==> config.mk <==
export PLATFORM = sky130hd
export DESIGN_NAME = request_limit_priority_scheduler_core
export DESIGN_NICKNAME = d
export VERILOG_FILES = /design/src/rlps_pkg.sv /design/src/request_limit_priority_scheduler_core.sv
export SDC_FILE = /design/constraint.sdc
export NUM_CORES = 1
export LEC_CHECK = 0
export BUFFER_PORTS_ARGS = -buffer_cell sky130_fd_sc_hd__buf_2
export CAP_MARGIN = 20
export CORE_ASPECT_RATIO = 1.25
export CORE_MARGIN = 8
export CORE_UTILIZATION = 45
export DETAILED_ROUTE_END_ITERATION = 10
export PLACE_DENSITY_LB_ADDON = 0.2
export SYNTH_ARGS = -nofsm -noshare
export SYNTH_HDL_FRONTEND = slang
export SYNTH_SLANG_ARGS = --single-unit
==> constraint.sdc <==
create_clock -name clk -period 11.4 [get_ports clk]
set_input_delay 0.57 -clock clk [delete_from_list [all_inputs] [get_ports clk]]
set_output_delay 0.57 -clock clk [all_outputs]
set_load 0.01 [all_outputs]
==> src/rlps_pkg.sv <==
// Package for the request limit priority scheduler.
// Payload structs, function and result codes, default sizes. No dependencies.
`default_nettype none
package rlps_pkg;

  localparam int PendingDepth = 32;
  localparam int LoadingSlots = 8;
  localparam int IdBits       = 16;
  localparam logic [3:0] LimitReset = 4'd8;

  typedef enum logic [1:0] {
    FUNC_SUBMIT   = 2'd0,
    FUNC_COMPLETE = 2'd1,
    FUNC_CANCEL   = 2'd2,
    FUNC_REFILL   = 2'd3
  } func_t;

  typedef enum logic [2:0] {
    KIND_STARTED   = 3'd0,
    KIND_QUEUED    = 3'd1,
    KIND_PROCESSED = 3'd2,
    KIND_DROPPED   = 3'd3,
    KIND_NOT_FOUND = 3'd4
  } kind_t;

  typedef struct packed {
    logic [1:0]        func;
    logic [IdBits-1:0] request_id;
    logic signed [15:0] priority_req;
    logic              is_file;
  } req_t;

  typedef struct packed {
    logic [2:0]        kind;
    logic [IdBits-1:0] request_id_res;
    logic [3:0]        loading_count;
    logic [5:0]        pending_count;
    logic              last;
  } res_t;

  typedef struct packed {
    logic [IdBits-1:0]  id;
    logic signed [15:0] pri;
    logic               loc;
  } entry_t;

endpackage
`default_nettype wire

==> src/request_limit_priority_scheduler_core.sv <==
// Top level of the request limit priority scheduler.
// Pending list memory, loading set, sequencer. Depends on rlps_pkg.
//
// Usage: request items arrive on req/req_valid/req_stall, results leave on
// res/res_valid/res_stall; a transfer happens when valid is high and stall
// low. cfg_we writes the concurrency limit from cfg_data (take effect on the
// next item; write only while idle).
// One item is taken at a time; req_stall is high from its transfer until
// its last result is loaded into the output register.
// Submit and complete pass through the dispatch and emit states before
// res_valid rises. Cancel makes one compaction pass over the pending memory.
// Each promotion scans the pending list and then compacts it, both through
// the single read port of the memory, once per started request.
// The output register holds a result while res_stall is high; the
// sequencer waits in its emit state until the register is free.
// Reset (rst, synchronous) empties the pending list and loading set and
// sets the limit to 8. No clearing pass is needed.
`default_nettype none
module request_limit_priority_scheduler_core #(
  parameter int PENDING_DEPTH = rlps_pkg::PendingDepth,
  parameter int LOADING_SLOTS = rlps_pkg::LoadingSlots
) (
  input  wire logic          clk,
  input  wire logic          rst,
  input  wire rlps_pkg::req_t req,
  input  wire logic          req_valid,
  output logic               req_stall,
  output rlps_pkg::res_t     res,
  output logic               res_valid,
  input  wire logic          res_stall,
  input  wire logic          cfg_we,
  input  wire logic [3:0]    cfg_data
);

  localparam int AW = $clog2(PENDING_DEPTH);
  localparam int PW = AW + 1;
  localparam int CW = $clog2(LOADING_SLOTS + 1);
  localparam int IB = rlps_pkg::IdBits;

  typedef enum logic [4:0] {
    ST_IDLE     = 5'b00001,
    ST_DISPATCH = 5'b00010,
    ST_SCAN     = 5'b00100,
    ST_COMPACT  = 5'b01000,
    ST_EMIT     = 5'b10000
  } state_t;

  state_t state;
  rlps_pkg::req_t item;
  logic [3:0] limit;
  logic [PW-1:0] pend_size;
  logic [LOADING_SLOTS-1:0] load_vld;
  logic [IB-1:0] load_id [LOADING_SLOTS];

  rlps_pkg::entry_t mem [PENDING_DEPTH];
  rlps_pkg::entry_t rd_data;
  logic [AW-1:0] rd_addr;
  logic rd_en;
  logic rd_vld;
  logic [PW-1:0] rd_rank;
  logic [PW-1:0] cnt;
  logic [PW-1:0] wr_ptr;
  logic wr_en;
  logic [AW-1:0] wr_addr;
  rlps_pkg::entry_t wr_data;

  logic have;
  logic best_loc;
  logic signed [15:0] best_pri;
  logic [PW-1:0] best_rank;
  logic [IB-1:0] best_id;
  logic cancel_mode;
  logic found;

  // result staged for the emit state
  logic [2:0] st_kind;
  logic [IB-1:0] st_id;
  logic st_chain;

  logic [CW-1:0] load_cnt;
  logic [CW-1:0] eff_lim;
  logic can_promote;
  logic [CW-1:0] lim_ext;
  logic [LOADING_SLOTS-1:0] free_onehot;
  logic [LOADING_SLOTS-1:0] match_vec;
  logic emit_last;
  logic out_free;
  logic scan_take;
  logic skip;

  assign load_cnt = CW'($countones(load_vld));
  assign lim_ext = (32'(limit) > LOADING_SLOTS) ? CW'(LOADING_SLOTS) : CW'(limit);
  assign eff_lim = lim_ext;
  assign can_promote = (load_cnt < eff_lim) && (pend_size != '0);
  assign out_free = !res_valid || !res_stall;
  assign emit_last = st_chain ? !can_promote : 1'b1;
  assign req_stall = (state != ST_IDLE);

  always_comb begin
    logic taken;
    taken = 1'b0;
    free_onehot = '0;
    for (int i = 0; i < LOADING_SLOTS; i++) begin
      if (!load_vld[i] && !taken) begin
        free_onehot[i] = 1'b1;
        taken = 1'b1;
      end
    end
  end

  always_comb begin
    for (int i = 0; i < LOADING_SLOTS; i++) begin
      match_vec[i] = load_vld[i] && (load_id[i] == item.request_id);
    end
  end

  assign scan_take = (!have || (rd_data.pri >= best_pri)) && (rd_data.loc || !best_loc);
  assign skip = cancel_mode ? (rd_data.id == item.request_id) : (rd_rank == best_rank);

  // memory read issue: scan and compaction walk ranks 0..size-1
  assign rd_en = ((state == ST_SCAN) || (state == ST_COMPACT)) && (cnt < pend_size);
  assign rd_addr = cnt[AW-1:0];

  always_comb begin
    wr_en = 1'b0;
    wr_addr = wr_ptr[AW-1:0];
    wr_data = rd_data;
    if ((state == ST_COMPACT) && rd_vld && !skip) begin
      wr_en = 1'b1;
    end
    if ((state == ST_DISPATCH) && (item.func == rlps_pkg::FUNC_SUBMIT) &&
        !(load_cnt < eff_lim) && (32'(pend_size) < PENDING_DEPTH)) begin
      wr_en = 1'b1;
      wr_addr = pend_size[AW-1:0];
      wr_data.id = item.request_id;
      wr_data.pri = item.priority_req;
      wr_data.loc = item.is_file;
    end
  end

  always_ff @(posedge clk) begin
    if (wr_en) begin
      mem[wr_addr] <= wr_data;
    end
    if (rd_en) begin
      rd_data <= mem[rd_addr];
    end
  end

  always_ff @(posedge clk) begin
    if (rst) begin
      state <= ST_IDLE;
      limit <= rlps_pkg::LimitReset;
      pend_size <= '0;
      load_vld <= '0;
      res_valid <= 1'b0;
      rd_vld <= 1'b0;
    end else begin
      if (cfg_we) begin
        limit <= cfg_data;
      end
      // the emit state reloads the register itself
      if (res_valid && !res_stall && (state != ST_EMIT)) begin
        res_valid <= 1'b0;
      end
      rd_vld <= rd_en;
      rd_rank <= cnt;
      if (rd_en) begin
        cnt <= cnt + 1'b1;
      end

      case (state)
        ST_IDLE: begin
          if (req_valid) begin
            item <= req;
            state <= ST_DISPATCH;
          end
        end
        ST_DISPATCH: begin
          case (item.func)
            rlps_pkg::FUNC_SUBMIT: begin
              st_id <= item.request_id;
              st_chain <= 1'b0;
              state <= ST_EMIT;
              if (load_cnt < eff_lim) begin
                for (int i = 0; i < LOADING_SLOTS; i++) begin
                  if (free_onehot[i]) begin
                    load_vld[i] <= 1'b1;
                    load_id[i] <= item.request_id;
                  end
                end
                st_kind <= rlps_pkg::KIND_STARTED;
              end else if (32'(pend_size) < PENDING_DEPTH) begin
                pend_size <= pend_size + 1'b1;
                st_kind <= rlps_pkg::KIND_QUEUED;
              end else begin
                st_kind <= rlps_pkg::KIND_DROPPED;
              end
            end
            rlps_pkg::FUNC_COMPLETE: begin
              st_id <= item.request_id;
              state <= ST_EMIT;
              load_vld <= load_vld & ~match_vec;
              st_kind <= (match_vec != '0) ? rlps_pkg::KIND_PROCESSED
                                           : rlps_pkg::KIND_NOT_FOUND;
              st_chain <= 1'b1;
            end
            rlps_pkg::FUNC_CANCEL: begin
              cancel_mode <= 1'b1;
              found <= 1'b0;
              cnt <= '0;
              wr_ptr <= '0;
              state <= ST_COMPACT;
            end
            default: begin
              if (can_promote) begin
                cnt <= '0;
                have <= 1'b0;
                best_loc <= 1'b0;
                state <= ST_SCAN;
              end else begin
                st_kind <= rlps_pkg::KIND_PROCESSED;
                st_id <= '0;
                st_chain <= 1'b1;
                state <= ST_EMIT;
              end
            end
          endcase
        end
        ST_SCAN: begin
          if (rd_vld && scan_take) begin
            have <= 1'b1;
            best_pri <= rd_data.pri;
            best_loc <= rd_data.loc;
            best_rank <= rd_rank;
            best_id <= rd_data.id;
          end
          if (!rd_en && !rd_vld) begin
            cancel_mode <= 1'b0;
            found <= 1'b0;
            cnt <= '0;
            wr_ptr <= '0;
            state <= ST_COMPACT;
          end
        end
        ST_COMPACT: begin
          if (rd_vld) begin
            if (skip) begin
              found <= 1'b1;
            end else begin
              wr_ptr <= wr_ptr + 1'b1;
            end
          end
          if (!rd_en && !rd_vld) begin
            pend_size <= wr_ptr;
            state <= ST_EMIT;
            if (cancel_mode) begin
              st_kind <= found ? rlps_pkg::KIND_PROCESSED : rlps_pkg::KIND_NOT_FOUND;
              st_id <= item.request_id;
              st_chain <= 1'b0;
            end else begin
              for (int i = 0; i < LOADING_SLOTS; i++) begin
                if (free_onehot[i]) begin
                  load_vld[i] <= 1'b1;
                  load_id[i] <= best_id;
                end
              end
              st_kind <= rlps_pkg::KIND_STARTED;
              st_id <= best_id;
              st_chain <= 1'b1;
            end
          end
        end
        ST_EMIT: begin
          if (out_free) begin
            res_valid <= 1'b1;
            res.kind <= st_kind;
            res.request_id_res <= st_id;
            res.loading_count <= 4'(load_cnt);
            res.pending_count <= 6'(pend_size);
            res.last <= emit_last;
            if (emit_last) begin
              state <= ST_IDLE;
            end else begin
              cnt <= '0;
              have <= 1'b0;
              best_loc <= 1'b0;
              state <= ST_SCAN;
            end
          end
        end
        default: begin
          state <= ST_IDLE;
        end
      endcase
    end
  end

  a_pend_bound: assert property (@(posedge clk) disable iff (rst)
    32'(pend_size) <= PENDING_DEPTH)
    else $error("pending count above depth");

  a_compact_order: assert property (@(posedge clk) disable iff (rst)
    (state == ST_COMPACT) |-> (wr_ptr <= cnt))
    else $error("compaction write pointer ahead of read pointer");

  a_start_limit: assert property (@(posedge clk) disable iff (rst)
    (state == ST_EMIT && out_free && st_kind == rlps_pkg::KIND_STARTED)
      |=> (32'(res.loading_count) <= 32'(eff_lim)))
    else $error("start issued above the concurrency limit");

  a_no_promote_empty: assert property (@(posedge clk) disable iff (rst)
    (state == ST_SCAN) |-> (pend_size != '0))
    else $error("promotion scan on empty pending list");

endmodule
`default_nettype wire
==> metrics.cfg <==
[place]
placement.io_buffers=75
finalWeightedCongestion=0.852
dp_hpwl_um=79900
place_worst_setup_slack_ps=4880

[synth]
synth_enable_flop_cells=1362
postSynthCellCount=3033
yosysUniqueCellTypes=68
synthesized_area_um2=55600
synth-main-ff-cell=sky130_fd_sc_hd__edfxtp_1
synth.ff_latch_count=1387
seq_area_frac_synth_pct=74.5
synth.avg_cell_area_um2=18.3
synth-warning-count=0
syn_nets=3115
async_reset_ff_share_pct=0

[critical_path]
crit-reg2reg-launch=load_vld[0]$_SDFFE_PP0P_
worst_setup_path_start=load_vld[0]$_SDFFE_PP0P_
worst_setup_path_start_kind=register
cp.arrival_ps=6800
crit_path_max_incr_delay_ps=820
worstReg2RegEnd=mem[11][27]$_DFFE_PP_
regToRegSetupSlack_ps=4980
critical_path.endpoint=mem[11][27]$_DFFE_PP_
timing.critical_path.buf_inv=4
cp_cell_sequence=fa_1 > inv_1 > fa_1 > fa_1 > inv_1 > ha_1 > fa_1 > xor2_1 > ha_1 > o21ai_0 > o21ba_2 > or4_2 > buf_4 > nor3_1 > a31oi_2 > buf_6 > nor2_4
path_max_fanout=42
critical_path_type=register to register
crit_cells=17
crit_path_capture_type=register
critPathMostFrequentCell=sky130_fd_sc_hd__fa_1
r2r.worst_path.cells=17
timing.critical_path.max_delay_family=adder cells
cp_data_required_time_ps=11780
critical-path-slowest-cell=sky130_fd_sc_hd__nor2_4

[timing]
timing.clock.skew_ps=25.7
hold-worst-slack_ps=57.9
setup_violating_endpoint_count_in_the_final_report=0
postLayoutSetupSlackWorst_ps=4980
report.final.slew_viol_count=0
worst_tran_pin_value_ps=1140
slew-limit-headroom_pct=23.1
report.final.hold_viol_count=0
timing.setup.tns_ps=0
setup_repair_after_global_routing_missed_its_margin=no
period_minus_slack_ps=6420
max_clock_freq_mhz=156
final_min_period_over_clock_period_pct=56.3

[power_and_ir_drop]
power.share.sequential_pct=53.7
power_per_cell_area_nw_per_um2=162
power.internal_mw=8.18
max-vdd-ir-drop_uv=112
power_frac_clock_pct=42.0
total_leakage_power_nw=20.5
switching_share_pct=20.9
comb_power_share_pct=4.3
switching_component_of_the_power_mw=2.16

[global_route]
globalRouteTotalUtil_pct=19.6
met3_usage_pct=3.34
grt_max_degree=110
global_route.usage.met2_pct=32.8
grt_pass1_wl_um=196000
antenna_found_initial=3
globalRouteOverflowTotal=0
via_count_of_the_first_global_routing_pass=29500
layer_carrying_the_most_global_route_usage=met2
globalRouteMet1Util_pct=26.0

[clock_tree]
cts_num_sinks=1387
h_tree_depth=4
clk_transition_reported_paths_ps=60
cts_inserted_buffers=139
cts_tree=yes
clk_root_buffer_cell=sky130_fd_sc_hd__clkbuf_16
worst_skew_pair.late_latency_ps=780
post-cts-setup-buffers=0
max-clock-path-buffers=3

[flow_run]
max_cap_viol_count=0

[routing]
route.detailed.drc=0
dr.pass1.iters=7
routed-via-count=28700
antenna_violating_nets_post_route=0
post_drt_wl_per_cell_um=27.1
finalWirelength_um=133000
drt-vias-per-instance=5.83
first_iter_violations=2786

[die]
core_area_um2=123000
num_rows=144
die_width_um=330
dieHeight_um=409
floorplan.initialDensity_pct=45.2
die_area_um2=135000
ios=76

[layout]
fraction_of_the_core_area_covered_by_cells_at_the_end_of_the_flow_pct=51.8
layout-drive-gt1-share_pct=20.5
area_delta_synth_final_pct=14.5
finish.net_count=3300
n_antenna_cell=0

[run_status]
run_status=complete, no violations

[hold_path]
holdCritPathClass=input pin to register

layout by cell type (no fill, tap or decap), types with 8 or more instances in the layout:
cell type and instances:
sky130_fd_sc_hd__edfxtp_1 1362, sky130_fd_sc_hd__nand2_1 289, sky130_fd_sc_hd__mux4_2 231, sky130_fd_sc_hd__mux2i_1 153
sky130_fd_sc_hd__clkbuf_16 145, sky130_fd_sc_hd__xnor2_1 138, sky130_fd_sc_hd__o221ai_1 99, sky130_fd_sc_hd__buf_4 77
sky130_fd_sc_hd__buf_2 75, sky130_fd_sc_hd__a21oi_1 58, sky130_fd_sc_hd__nor2_1 56, sky130_fd_sc_hd__o21ai_0 55
sky130_fd_sc_hd__inv_1 45, sky130_fd_sc_hd__clkbuf_1 44, sky130_fd_sc_hd__nand4_1 41, sky130_fd_sc_hd__ha_1 34
sky130_fd_sc_hd__nor2_4 32, sky130_fd_sc_hd__dlygate4sd3_1 32, sky130_fd_sc_hd__dfxtp_1 25, sky130_fd_sc_hd__xor2_1 24
sky130_fd_sc_hd__buf_16 22, sky130_fd_sc_hd__clkinv_1 20, sky130_fd_sc_hd__clkinv_2 17, sky130_fd_sc_hd__a22o_1 16
sky130_fd_sc_hd__nor3_1 15, sky130_fd_sc_hd__nor4_1 15, sky130_fd_sc_hd__nand3_1 14, sky130_fd_sc_hd__nor2_2 11
sky130_fd_sc_hd__a31oi_1 8, sky130_fd_sc_hd__a21o_1 8, sky130_fd_sc_hd__mux2_1 8, sky130_fd_sc_hd__mux2_2 8
sky130_fd_sc_hd__buf_12 8
power by group through the flow:
| stage | logic (mW) | registers [mW] | clock network [mW] |
|---|---|---|---|
| after CTS | 0.449 | 5.55 | 4.43 |
| after global placement | 0.435 | 5.66 | 0 |
| after floorplan | 0.304 | 5.66 | 0 |
| final | 0.446 | 5.55 | 4.35 |
| after detailed placement | 0.439 | 5.66 | 0 |
| after global routing | 0.479 | 5.55 | 4.61 |
cells by family after synthesis:
kind of cell             share of synthesized area, %
AO/OA/AOI/OAI                                    3.70
buffers and inverters                            1.60
XOR/XNOR                                         2.55
adder cells (fa/ha/maj)                         0.910
flip-flops                                       74.5
multiplexers                                     12.4
AND/OR/NAND/NOR                                  4.30
sequential cells by signal (all words and copies together), names as in the netlist, 8 cells and up:
register,count
best_pri,16
res,30
st_id,16
best_id,16
mem,1056
load_vld,8
load_id,128
item,35
rd_data,33
cell type report:
type / instances / area [um2]
Timing Repair Buffer: 221 / 2140
Clock inverter: 57 / 520
Inverter: 46 / 175
Sequential cell: 1387 / 41400
Tap cell: 1606 / 2010
Clock buffer: 188 / 3770
Multi-Input combinational cell: 1423 / 13600
Fill cell: 9682 / 59200
through the flow:
stage / total power [mW] / area, um2 / std cells
after floorplan: 5.96 / 55600 / 3033
after global placement: 6.09 / 58200 / 4615
after detailed placement: 6.10 / 58300 / 4621
after CTS: 10.4 / 62900 / 4898
after global routing: 10.6 / 63600 / 4928
final: 10.3 / 63600 / 4928
worst register-to-register path: stages (launching register included):
cell and delay, ps:
sky130_fd_sc_hd__dfxtp_1 520, sky130_fd_sc_hd__fa_1 450, sky130_fd_sc_hd__inv_1 90, sky130_fd_sc_hd__fa_1 430
sky130_fd_sc_hd__fa_1 500, sky130_fd_sc_hd__inv_1 50, sky130_fd_sc_hd__ha_1 210, sky130_fd_sc_hd__fa_1 430
sky130_fd_sc_hd__xor2_1 170, sky130_fd_sc_hd__ha_1 280, sky130_fd_sc_hd__o21ai_0 140, sky130_fd_sc_hd__o21ba_2 270
sky130_fd_sc_hd__or4_2 660, sky130_fd_sc_hd__buf_4 350, sky130_fd_sc_hd__nor3_1 280, sky130_fd_sc_hd__a31oi_2 130
sky130_fd_sc_hd__buf_6 240, sky130_fd_sc_hd__nor2_4 820
cell usage after synthesis (14+ instances only):
cell                       instances  area, um2
sky130_fd_sc_hd__nand4_1          41        257
sky130_fd_sc_hd__buf_2            32        160
sky130_fd_sc_hd__nand3_1          14       70.1
sky130_fd_sc_hd__o21ai_0          56        280
sky130_fd_sc_hd__clkbuf_1        112        420
sky130_fd_sc_hd__dfxtp_1          25        500
sky130_fd_sc_hd__o221ai_1         99        867
sky130_fd_sc_hd__buf_1            32        120
sky130_fd_sc_hd__mux2i_1         153       1530
sky130_fd_sc_hd__edfxtp_1       1362      40900
sky130_fd_sc_hd__nor3_1           20        100
sky130_fd_sc_hd__mux4_2          231       5200
sky130_fd_sc_hd__inv_1            46        173
sky130_fd_sc_hd__a21oi_1          59        295
sky130_fd_sc_hd__xnor2_1         138       1210
sky130_fd_sc_hd__nor4_1           16        100
sky130_fd_sc_hd__ha_1             34        425
sky130_fd_sc_hd__nand2_1         290       1090
sky130_fd_sc_hd__nor2_1           89        334
sky130_fd_sc_hd__a22o_1           16        140
sky130_fd_sc_hd__xor2_1           24        210
worst min-delay path by stage:
| stage | depth (start not counted) | slack (ps) | end | start |
|---|---|---|---|---|
| final | 1 | 60 | item[5]$_DFFE_PP_ | req[5] |
| after CTS | 1 | 2 | item[5]$_DFFE_PP_ | req[5] |
| after floorplan | 0 | 400 | res[11]$_DFFE_PP_ | st_id[0]$_DFFE_PP_ |
| after detailed placement | 0 | 400 | res[11]$_DFFE_PP_ | st_id[0]$_DFFE_PP_ |
| after global routing | 1 | 30 | item[5]$_DFFE_PP_ | req[5] |
| after global placement | 0 | 400 | res[21]$_DFFE_PP_ | st_id[10]$_DFFE_PP_ |
routing by layer:
layer	routed length, um	vias up
met4	4360	0
met1	54500	15000
li1	-	12500
met5	0	-
met3	8170	251
met2	66300	1044
repair_timing:
| item | 4_1_cts | 5_1_grt |
|---|---|---|
| endpoints found under the hold margin | 32 | 0 |
| hold buffers | 32 | 0 |
| resized for setup | 0 | 0 |
| endpoints found under the setup margin | 0 | 0 |
Note: power is estimated with default switching activity, not from simulation.
